--- src/rtl/core/brm_pkg.sv ---
// Package for the banked ROM mapper: field widths, target codes, register offsets
// and the structs passed between the translate logic and the mapper registers.
// Has no dependencies.
package brm_pkg;

    localparam int ADDR_W      = 16;
    localparam int DATA_W      = 8;
    localparam int MEM_ADDR_W  = 22;
    localparam int BANK_OFS_W  = 14;
    localparam int WRAM_ADDR_W = 13;  // 8 KB work RAM

    typedef enum logic [1:0] {
        TGT_ROM  = 2'd0,
        TGT_WRAM = 2'd1,
        TGT_SRAM = 2'd2,
        TGT_NONE = 2'd3
    } t_target;

    // 16 KB region selected by address bits 15:14.
    localparam logic [1:0] REGION_FRAME0 = 2'd0;
    localparam logic [1:0] REGION_FRAME1 = 2'd1;
    localparam logic [1:0] REGION_FRAME2 = 2'd2;
    localparam logic [1:0] REGION_WRAM   = 2'd3;

    // Mapper registers live at FFF8-FFFF.
    localparam logic [12:0] REG_WINDOW_HI = 13'h1FFF;
    localparam logic [2:0]  OFS_CONTROL   = 3'd4;
    localparam logic [2:0]  OFS_FRAME0    = 3'd5;
    localparam logic [2:0]  OFS_FRAME1    = 3'd6;
    localparam logic [2:0]  OFS_FRAME2    = 3'd7;

    // Frame 0 keeps its first 1 KB in bank 0: address bits 15:10 all zero.
    localparam logic [5:0]  FIXED_KB_HI   = 6'd0;

    localparam int SRAM_ON_BIT   = 3;
    localparam int SRAM_BANK_BIT = 2;

    localparam logic [DATA_W-1:0] FRAME0_RESET = 8'd0;
    localparam logic [DATA_W-1:0] FRAME1_RESET = 8'd1;
    localparam logic [DATA_W-1:0] FRAME2_RESET = 8'd2;
    localparam logic [DATA_W-1:0] MASK_RESET   = 8'hFF;

    typedef enum logic [2:0] {
        REG_GLASSES,
        REG_CONTROL,
        REG_FRAME0,
        REG_FRAME1,
        REG_FRAME2
    } t_reg_sel;

    typedef struct packed {
        logic                    operation;
        logic [ADDR_W-1:0]       address;
        logic [DATA_W-1:0]       write_data;
    } t_item;

    typedef struct packed {
        t_target                 target;
        logic [MEM_ADDR_W-1:0]   memory_address;
        logic                    write_enable;
        logic [DATA_W-1:0]       store_data;
    } t_result;

    typedef struct packed {
        logic [DATA_W-1:0]       frame0_bank;
        logic [DATA_W-1:0]       frame1_bank;
        logic [DATA_W-1:0]       frame2_bank;
        logic [DATA_W-1:0]       save_ram_control;
        logic [DATA_W-1:0]       glasses_latch;
    } t_regs;

    typedef struct packed {
        logic                    en;
        t_reg_sel                sel;
        logic [DATA_W-1:0]       value;
    } t_reg_wr;

endpackage

--- src/rtl/core/brm_regs.sv ---
// Mapper register file: frame banks, save RAM control and glasses latch.
// Depends on brm_pkg for the register and write-request structs.
module brm_regs (
    input  logic             i_clk,
    input  logic             i_rst_n,
    input  brm_pkg::t_reg_wr i_wr,
    output brm_pkg::t_regs   o_regs
);
    import brm_pkg::*;

    t_regs r_regs;
    t_regs n_regs;

    always_comb begin
        n_regs = r_regs;
        if (i_wr.en) begin
            case (i_wr.sel)
                REG_CONTROL: n_regs.save_ram_control = i_wr.value;
                REG_FRAME0:  n_regs.frame0_bank      = i_wr.value;
                REG_FRAME1:  n_regs.frame1_bank      = i_wr.value;
                REG_FRAME2:  n_regs.frame2_bank      = i_wr.value;
                default:     n_regs.glasses_latch    = i_wr.value;
            endcase
        end
    end

    always_ff @(posedge i_clk) begin
        if (!i_rst_n) begin
            r_regs.frame0_bank      <= FRAME0_RESET;
            r_regs.frame1_bank      <= FRAME1_RESET;
            r_regs.frame2_bank      <= FRAME2_RESET;
            r_regs.save_ram_control <= '0;
            r_regs.glasses_latch    <= '0;
        end else begin
            r_regs <= n_regs;
        end
    end

    assign o_regs = r_regs;

endmodule

--- src/rtl/core/brm_translate.sv ---
// Address translation for one CPU access: picks the target memory, forms the
// byte address and decodes mapper register writes. Depends on brm_pkg.
module brm_translate #(
    parameter int ROM_ADDR_BITS = 22
) (
    input  brm_pkg::t_item            i_item,
    input  brm_pkg::t_regs            i_regs,
    input  logic [brm_pkg::DATA_W-1:0] i_bank_mask,
    output brm_pkg::t_result          o_result,
    output brm_pkg::t_reg_wr          o_reg_wr
);
    import brm_pkg::*;

    localparam logic [MEM_ADDR_W-1:0] RomMask =
        MEM_ADDR_W'((64'd1 << ROM_ADDR_BITS) - 64'd1);

    logic [1:0]            region;
    logic [BANK_OFS_W-1:0] ofs;
    logic [MEM_ADDR_W-1:0] wram_addr;
    logic [MEM_ADDR_W-1:0] sram_addr;
    logic [MEM_ADDR_W-1:0] rom0_addr;
    logic [MEM_ADDR_W-1:0] rom1_addr;
    logic [MEM_ADDR_W-1:0] rom2_addr;
    logic                  sram_on;
    logic                  reg_hit;
    logic [DATA_W-1:0]     masked;

    assign region    = i_item.address[ADDR_W-1 -: 2];
    assign ofs       = i_item.address[BANK_OFS_W-1:0];
    assign wram_addr = MEM_ADDR_W'(i_item.address[WRAM_ADDR_W-1:0]);
    assign sram_on   = i_regs.save_ram_control[SRAM_ON_BIT];
    assign sram_addr = MEM_ADDR_W'({i_regs.save_ram_control[SRAM_BANK_BIT], ofs});
    assign rom0_addr = (i_item.address[ADDR_W-1:10] == FIXED_KB_HI)
                     ? MEM_ADDR_W'(i_item.address)
                     : ({i_regs.frame0_bank, ofs} & RomMask);
    assign rom1_addr = {i_regs.frame1_bank, ofs} & RomMask;
    assign rom2_addr = {i_regs.frame2_bank, ofs} & RomMask;
    assign reg_hit   = i_item.address[ADDR_W-1:3] == REG_WINDOW_HI;
    assign masked    = i_item.write_data & i_bank_mask;

    always_comb begin
        o_result = '{target: TGT_NONE, memory_address: '0, write_enable: 1'b0,
                     store_data: '0};
        o_reg_wr = '{en: 1'b0, sel: REG_GLASSES, value: i_item.write_data};

        if (!i_item.operation) begin
            case (region)
                REGION_FRAME0: begin
                    o_result.target         = TGT_ROM;
                    o_result.memory_address = rom0_addr;
                end
                REGION_FRAME1: begin
                    o_result.target         = TGT_ROM;
                    o_result.memory_address = rom1_addr;
                end
                REGION_FRAME2: begin
                    o_result.target         = sram_on ? TGT_SRAM : TGT_ROM;
                    o_result.memory_address = sram_on ? sram_addr : rom2_addr;
                end
                default: begin
                    o_result.target         = TGT_WRAM;
                    o_result.memory_address = wram_addr;
                end
            endcase
        end else if (reg_hit) begin
            // Register writes also land in work RAM with the stored value.
            o_reg_wr.en = 1'b1;
            case (i_item.address[2:0])
                OFS_CONTROL: o_reg_wr.sel = REG_CONTROL;
                OFS_FRAME0: begin
                    o_reg_wr.sel   = REG_FRAME0;
                    o_reg_wr.value = masked;
                end
                OFS_FRAME1: begin
                    o_reg_wr.sel   = REG_FRAME1;
                    o_reg_wr.value = masked;
                end
                OFS_FRAME2: begin
                    o_reg_wr.sel   = REG_FRAME2;
                    o_reg_wr.value = masked;
                end
                default:     o_reg_wr.sel = REG_GLASSES;
            endcase
            o_result.target         = TGT_WRAM;
            o_result.memory_address = wram_addr;
            o_result.write_enable   = 1'b1;
            o_result.store_data     = o_reg_wr.value;
        end else if (region == REGION_WRAM) begin
            o_result.target         = TGT_WRAM;
            o_result.memory_address = wram_addr;
            o_result.write_enable   = 1'b1;
            o_result.store_data     = i_item.write_data;
        end else if (region == REGION_FRAME2 && sram_on) begin
            o_result.target         = TGT_SRAM;
            o_result.memory_address = sram_addr;
            o_result.write_enable   = 1'b1;
            o_result.store_data     = i_item.write_data;
        end
    end

endmodule

--- src/rtl/core/banked_rom_mapper_with_save_ram.sv ---
// Top level of the banked ROM mapper with save RAM: input register, translate
// logic, mapper registers and result register. Depends on brm_pkg,
// brm_translate and brm_regs.
//
//   Channel   Handshake                    Payload
//   -------   --------------------------   -------------------------------------------
//   in        i_in_valid / o_in_ready      i_operation, i_address, i_write_data
//   out       o_out_valid / i_out_ready    o_target, o_memory_address,
//                                          o_write_enable, o_store_data
//   cfg       i_rom_bank_mask_we           i_rom_bank_mask
//
// An access is captured in the input register and then translated into the result
// register, which it leaves on an out transfer; one access is taken every cycle while
// the result is not held by i_out_ready. Mapper registers update when an access moves
// into the result register, so the next access sees them at once. When the result
// waits, the input register still takes one more access. Synchronous active-low reset
// clears the valid flags and mapper registers, but sets frame banks 1 and 2 to 1 and 2.
module banked_rom_mapper_with_save_ram #(
    parameter int ROM_ADDR_BITS = 22
) (
    input  logic                              i_clk,
    input  logic                              i_rst_n,
    input  logic                              i_rom_bank_mask_we,
    input  logic [brm_pkg::DATA_W-1:0]        i_rom_bank_mask,
    input  logic                              i_in_valid,
    output logic                              o_in_ready,
    input  logic                              i_operation,
    input  logic [brm_pkg::ADDR_W-1:0]        i_address,
    input  logic [brm_pkg::DATA_W-1:0]        i_write_data,
    output logic                              o_out_valid,
    input  logic                              i_out_ready,
    output logic [1:0]                        o_target,
    output logic [brm_pkg::MEM_ADDR_W-1:0]    o_memory_address,
    output logic                              o_write_enable,
    output logic [brm_pkg::DATA_W-1:0]        o_store_data
);
    import brm_pkg::*;

    logic              r_in_valid;
    t_item             r_item;
    logic              r_out_valid;
    t_result           r_result;
    logic [DATA_W-1:0] r_rom_bank_mask;

    logic    w_advance;
    t_result w_result;
    t_reg_wr w_reg_wr;
    t_reg_wr w_reg_commit;
    t_regs   w_regs;

    assign w_advance  = r_in_valid && (!r_out_valid || i_out_ready);
    assign o_in_ready = !r_in_valid || w_advance;

    always_ff @(posedge i_clk) begin
        if (!i_rst_n) begin
            r_rom_bank_mask <= MASK_RESET;
        end else if (i_rom_bank_mask_we) begin
            r_rom_bank_mask <= i_rom_bank_mask;
        end
    end

    always_ff @(posedge i_clk) begin
        if (!i_rst_n) begin
            r_in_valid <= 1'b0;
        end else if (o_in_ready) begin
            r_in_valid <= i_in_valid;
        end
    end

    always_ff @(posedge i_clk) begin
        if (i_in_valid && o_in_ready) begin
            r_item <= '{operation: i_operation, address: i_address,
                        write_data: i_write_data};
        end
    end

    brm_translate #(
        .ROM_ADDR_BITS (ROM_ADDR_BITS)
    ) u_translate (
        .i_item      (r_item),
        .i_regs      (w_regs),
        .i_bank_mask (r_rom_bank_mask),
        .o_result    (w_result),
        .o_reg_wr    (w_reg_wr)
    );

    // A register write takes effect only on the cycle its access moves on.
    always_comb begin
        w_reg_commit    = w_reg_wr;
        w_reg_commit.en = w_reg_wr.en && w_advance;
    end

    brm_regs u_regs (
        .i_clk   (i_clk),
        .i_rst_n (i_rst_n),
        .i_wr    (w_reg_commit),
        .o_regs  (w_regs)
    );

    always_ff @(posedge i_clk) begin
        if (!i_rst_n) begin
            r_out_valid <= 1'b0;
        end else if (!r_out_valid || i_out_ready) begin
            r_out_valid <= r_in_valid;
        end
    end

    always_ff @(posedge i_clk) begin
        if (w_advance) begin
            r_result <= w_result;
        end
    end

    assign o_out_valid      = r_out_valid;
    assign o_target         = r_result.target;
    assign o_memory_address = r_result.memory_address;
    assign o_write_enable   = r_result.write_enable;
    assign o_store_data     = r_result.store_data;

    a_drop_is_zero : assert property (@(posedge i_clk) disable iff (!i_rst_n)
        o_out_valid && o_target == TGT_NONE
        |-> o_memory_address == '0 && !o_write_enable && o_store_data == '0)
        else $error("dropped write carries nonzero fields");

    a_sram_in_range : assert property (@(posedge i_clk) disable iff (!i_rst_n)
        o_out_valid && o_target == TGT_SRAM
        |-> o_memory_address[MEM_ADDR_W-1:BANK_OFS_W+1] == '0)
        else $error("save RAM address beyond 32 KB");

    a_frame1_masked : assert property (@(posedge i_clk) disable iff (!i_rst_n)
        $past(i_rst_n) && $past(w_reg_commit.en) && $past(w_reg_commit.sel) == REG_FRAME1
        |-> w_regs.frame1_bank == $past(w_reg_commit.value)
            && (w_regs.frame1_bank & ~$past(r_rom_bank_mask)) == '0)
        else $error("frame 1 bank not loaded with masked value");

    a_reg_write_hits_wram : assert property (@(posedge i_clk) disable iff (!i_rst_n)
        w_reg_commit.en |=> o_out_valid && o_target == TGT_WRAM && o_write_enable
            && o_store_data == $past(w_reg_commit.value))
        else $error("register write not mirrored into work RAM");

endmodule
--- config.mk ---
export PLATFORM = sky130hd
export DESIGN_NAME = banked_rom_mapper_with_save_ram
export DESIGN_NICKNAME = d
export VERILOG_FILES = /design/src/rtl/core/brm_pkg.sv /design/src/rtl/core/brm_regs.sv /design/src/rtl/core/brm_translate.sv /design/src/rtl/core/banked_rom_mapper_with_save_ram.sv
export SDC_FILE = /design/constraint.sdc
export NUM_CORES = 1
export LEC_CHECK = 0
export BUFFER_PORTS_ARGS = -buffer_cell sky130_fd_sc_hd__buf_2
export CAP_MARGIN = 20
export CORE_MARGIN = 2
export CORE_UTILIZATION = 54
export CTS_CLUSTER_SIZE = 28
export DETAILED_ROUTE_END_ITERATION = 10
export HOLD_SLACK_MARGIN = 0.06
export PLACE_DENSITY = 0.9
export SYNTH_ARGS = -nofsm -noshare
export SYNTH_HDL_FRONTEND = slang
export SYNTH_SLANG_ARGS = --single-unit
--- constraint.sdc ---
create_clock -name i_clk -period 3.3 [get_ports i_clk]
set_clock_uncertainty 0.2 [all_clocks]
set_input_delay 0.66 -clock i_clk [delete_from_list [all_inputs] [get_ports i_clk]]
set_output_delay 0.66 -clock i_clk [all_outputs]
set_load 0.05 [all_outputs]
Word-level counts from Yosys, hierarchy flattened
Index checks and enable logic that the tools add are counted. Widths: inputs -> output; s select.

Eq/ne operators: 12. Muxes and demuxes: 12. Bitwise gates (word level): 1. Reductions and logical operators: 15.

Operators with widths (count): $pmux 24 s3 (1); $mux 33 (2); $mux 22 (2); $mux 32 (1); $mux 12 (2); $mux 24 (1); $eq 3x3->1 const B (5); $eq 13x13->1 const B (1); $pmux 3 s4 (1); $and 8x8->8 (1); $mux 8 (1); $reduce_and 2->1 (4); $eq 3x2->1 const B (2); $logic_not 6->1 (1); $eq 2x2->1 const B (2); $logic_and 1x1->1 (4); $eq 3x1->1 const B (1); $reduce_or 3->1 (1); $eq 2x1->1 const B (1); $logic_not 1->1 (2); $logic_not 2->1 (1); $logic_or 1x1->1 (2); $mux 2 (1).

Register bits: 96. Input bits: 38. Output and inout port bits: 35. Word-level logic and storage cells: 54.

Depth between registers and ports, before layout
Word-level depth: 7. Mapped depth: 4.

Hierarchy
A second synthesis with hierarchy kept.

Cell total of the unflattened synthesis: 357. Area, all modules: 4242.8 um^2.

By module, submodules not included: banked_rom_mapper_with_save_ram (instances 1, cells an instance 95, area an instance 2125.8 um^2, seq. area each 1941.9 um^2); brm_regs (instances 1, cells an instance 146, area an instance 1485.2 um^2, seq. area each 800.8 um^2); brm_translate (instances 1, cells an instance 116, area an instance 631.9 um^2, seq. area each 0.0 um^2).

Worst setup path before layout
No wires, ideal clock.

Path kind: input to register. Start point: input port i_out_ready. End point: register r_result, in the netlist o_memory_address[0] (enable). Setup time: 0.427 ns. Data arrival time: 2.254 ns. Required time: 2.673 ns. Setup slack: 0.419 ns. Stages: 2. Cells stage by stage: nor2b_1 -> nor2b_1.

Cells in the longest elaborated chain, start to end: 2.

Ends and longest elaborated chain: from (decl) (line banked_rom_mapper_with_save_ram.sv:31) `input logic i_out_ready,`; $logic_or 1x1->1 (line banked_rom_mapper_with_save_ram.sv:51) `assign w_advance = r_in_valid && (!r_out_valid || i_out_ready);`; $logic_and 1x1->1 (line banked_rom_mapper_with_save_ram.sv:51); net w_advance (line banked_rom_mapper_with_save_ram.sv:45) `logic w_advance;`; to (signal assigned) (line banked_rom_mapper_with_save_ram.sv:110) `r_result <= w_result;`; to (decl) (line banked_rom_mapper_with_save_ram.sv:42) `t_result r_result;`.

The timed path passes the listed nets, and every way through them passes these cells. A chain may end at the register's enable or synchronous reset.

Final worst setup path
Start point: input port i_out_ready. End point: output port o_in_ready.

Cells in the longest elaborated chain, start to end: 3.

Ends and longest elaborated chain: $logic_or 1x1->1 (line banked_rom_mapper_with_save_ram.sv:51); $logic_and 1x1->1 (line banked_rom_mapper_with_save_ram.sv:51); $logic_or 1x1->1 (line banked_rom_mapper_with_save_ram.sv:52) `assign o_in_ready = !r_in_valid || w_advance;`; to (decl) (line banked_rom_mapper_with_save_ram.sv:26) `output logic o_in_ready,`.

No other way between the ends.

==> key figures <==
Global route
  • First-pass GRT wire length: about 12 mm
  • Antenna violations before repair: 0
  • GRT Util Overall: 0.216
  • Vias in the first global route: between 2,000 and 2,500
  • Largest net degree at the start of global routing: 27
  • Total gr overflow: 0

Setup path
  • Worst R2R Path Depth: 3
  • Crit-path max FO: 7
  • R2R Path End: o_memory_address[14]$_DFFE_PP_
  • Max incr delay on CP: approximately 430 ps
  • Nature of the critical path startpoint: input port
  • Critical-path cell list: buf_2, nor2b_1, nand2_1, buf_2
  • Crit. path cell count: 4
  • Critical path's most frequent cell: buf_2
  • Critical Path RT: 2440 ps
  • Reg2reg start: r_item[22]$_DFFE_PP_
  • Crit path to: o_in_ready
  • Critical Path End Type: output port
  • Worst path top cell family by delay: simple AND/OR/NAND/NOR gates
  • Worst path arrival time: 1530 ps
  • R2R Setup Slk: 1090 ps
  • Crit path buffers/inverters: 2
  • CP Class: input port to output port
  • Crit path max-delay cell type: nor2b_1
  • Critical path origin: i_out_ready

Final layout
  • Fin util: 0.676
  • Finished Cell Area: approximately 4300 µm²
  • Antenna fix cells: 0
  • Layout area overhead: 20.5%
  • Layout cells sized above 1: 0.278
  • FILL cells: approximately 440
  • Nets: ~390

Routing
  • DRT iter0 DRCs: around 240
  • DRC: 0
  • Vias/cell: roughly 5.7
  • Routed vias: about 2,500
  • First-pass detailed-route iteration total: 7
  • Routed wire length: 7.45 mm
  • Post-DRT Antenna Nets: 0
  • Routed length per instance: 17.4 µm

CTS
  • Max Root-Sink Buffers: 2
  • CTS resizes: 0
  • Clock slew at reported path FFs: 90 ps
  • CTS Hold Bufs: 0
  • Num CTS Buffers: 9
  • Htree depth: 3
  • Later-pin clock latency in the skew report: 370 ps
  • Clk sinks: 94
  • Setup bufs post-CTS: 0
  • CTS tree: done
  • Root Buffer: clkbuf_8

Timing
  • Max_slew headroom: 0.351
  • RSZ-0062 raised after global routing: no
  • Minimum clock period: roughly 2400 ps
  • Maximum operating frequency: around 420 MHz
  • Worst-Margin Slew: between 900 and 1000 ps
  • Tcrit/Tclk final: 0.725
  • Final slew viol count: 0
  • Setup_tns: 0 ps
  • Setup violations, final: 0
  • Final hold violations: 0

Synthesis
  • Async set or reset register ratio after synthesis: 0
  • Mapped Cells: roughly 270
  • Top-area cell type share of the netlist area: 0.489
  • Sequential fraction of the synthesis area: 0.691
  • Post-synth net total: approximately 310
  • Post-synth EDFFs: 58
  • Post-synth top area cell: edfxtp_1
  • Synthesized cell area: between 3000 and 4000 µm²
  • Distinct cell type count after synthesis: 28
  • Predominant post-synthesis flop cell: edfxtp_1
  • Largest cells by area after synthesis: edfxtp_1 49%, dfxtp_1 20%, mux2i_1 9.0%, nand2_1 4.2%, and2_1 2.5%
  • Average size of a mapped cell: between 10 and 15 µm²
  • FF+latch count, synth: 94
  • Ys Warns: 0

Die
  • Row count: 29
  • Die W: approximately 85 µm
  • Die H: 85.2 µm
  • Core ar.: 6350 µm²
  • Top-level I/O count: between 70 and 80
  • Starting Density: 0.561
  • Die area: a little over 7000 µm²

Placed design
  • Placed Area: 4030 µm²
  • Port bufs: 72
  • Gpl congestion: roughly 0.81
  • Post-DP HPWL: approximately 5.2 mm

Power
  • Total Power: between 2000 and 2500 µW
  • Pwr Density: 561 nW/µm²
  • Worst vdd ir: 0.410 mV
  • Static Leak: 0.00183 µW

Job
  • Maxcap violations: 0

Run status
  • Status: finished clean

Worst hold path
  • Worst min-delay path category: input port to flop
cell usage in the layout, fill, tap and decap left out:
cell type,instances
nor3_2,1
buf_2,72
nor2_1,16
o211a_1,8
dfxtp_1,36
nor2b_1,2
buf_16,1
o41ai_1,2
clkbuf_8,10
o21ai_0,1
a21boi_0,1
edfxtp_1,58
buf_12,1
clkinv_2,1
nand2_1,40
a222oi_1,8
nand4_1,4
nor3b_1,3
a21oi_1,5
or3_1,1
or2_2,2
nor2_2,1
bufinv_16,2
nand3_1,12
clkbuf_1,2
mux2i_1,32
nand3_2,3
and2_1,14
clkbuf_16,1
nor4_1,1
nor3_1,3
inv_1,3
nor2b_2,1
o32ai_1,1
and3_1,1
buf_4,2
through the flow:
| stage | worst slack (ps) | instances | hold slack (ps) |
|---|---|---|---|
| floorplan | 419 | 267 | 238 |
| CTS | 923 | 428 | 249 |
| detailed placement | 833 | 412 | 252 |
| finish | 906 | 429 | 258 |
| global route | 854 | 429 | 251 |
| global placement | 918 | 412 | 244 |
sequential cells by signal, indices dropped and copies added, names as in the netlist, 2 cells and up:
| signal | count |
|---|---|
| o_memory_address | 22 |
| o_store_data | 8 |
| o_target | 2 |
| r_rom_bank_mask | 8 |
| r_item | 25 |
| u_regs.o_regs | 26 |
worst min-delay path by stage:
stage                                    from  cells past startpoint  slack, ps                              to
2_1_floorplan  u_regs.o_regs[10]$_SDFFE_PN0P_                      2        240  u_regs.o_regs[10]$_SDFFE_PN0P_
3_3_place_gp   u_regs.o_regs[29]$_SDFFE_PN0P_                      2        240  u_regs.o_regs[29]$_SDFFE_PN0P_
3_5_place_dp   u_regs.o_regs[31]$_SDFFE_PN0P_                      2        250  u_regs.o_regs[31]$_SDFFE_PN0P_
4_1_cts                          i_address[4]                      1        250            r_item[12]$_DFFE_PP_
5_1_grt                          i_address[5]                      1        250            r_item[13]$_DFFE_PP_
6_report                         i_address[5]                      1        260            r_item[13]$_DFFE_PP_
Yosys cell counts (all sizes together) (2+ instances only):
| cell type | instances |
|---|---|
| a21oi | 5 |
| a222oi | 8 |
| and2 | 14 |
| buf | 2 |
| clkbuf | 5 |
| dfxtp | 36 |
| edfxtp | 58 |
| inv | 3 |
| mux2i | 32 |
| nand2 | 40 |
| nand3 | 15 |
| nand4 | 4 |
| nor2 | 17 |
| nor2b | 3 |
| nor3 | 4 |
| nor3b | 3 |
| o211a | 8 |
| o41ai | 2 |
| or2 | 2 |
where the power goes:
part | leakage, µW | total (µW) | switching [µW] | internal [µW]
clock | 0.000119 | 877 | 384 | 493
sequential | 0.000845 | 1320 | 26.5 | 1300
combinational | 0.000867 | 209 | 148 | 60.7
total | 0.00183 | 2410 | 559 | 1850
layer usage:
| metal | vias up | GRT usage | wire length (µm) | share of wire |
|---|---|---|---|---|
| li1 | 1150 | - | - | - |
| met1 | 1162 | 0.271 | 2860 | 0.38 |
| met2 | 120 | 0.347 | 3780 | 0.51 |
| met3 | 20 | 0.0486 | 614 | 0.082 |
| met4 | 0 | 0.120 | 189 | 0.025 |
| met5 | - | 0 | 0 | 0 |
cell families after synthesis:
group                  Yosys count  share of synthesized area
DFF                             94                      0.691
and+or+nand+nor                105                      0.145
AOI/OAI and AO/OA               26                     0.0629
buffers and inverters           10                     0.0105
muxes                           32                     0.0900
final cells by class:
type / instances / area (µm²) / share of cell area
inverters: 3 / 11.3 / 0.00262
repair buffers: 76 / 423 / 0.0985
clock buffers: 13 / 170 / 0.0397
flip-flops and latches: 94 / 2460 / 0.574
well taps: 77 / 96.3 / 0.0224
multi-input cells: 163 / 1060 / 0.248
clock inverters: 3 / 65.1 / 0.0152
Note: power is estimated with default switching activity, not from simulation.
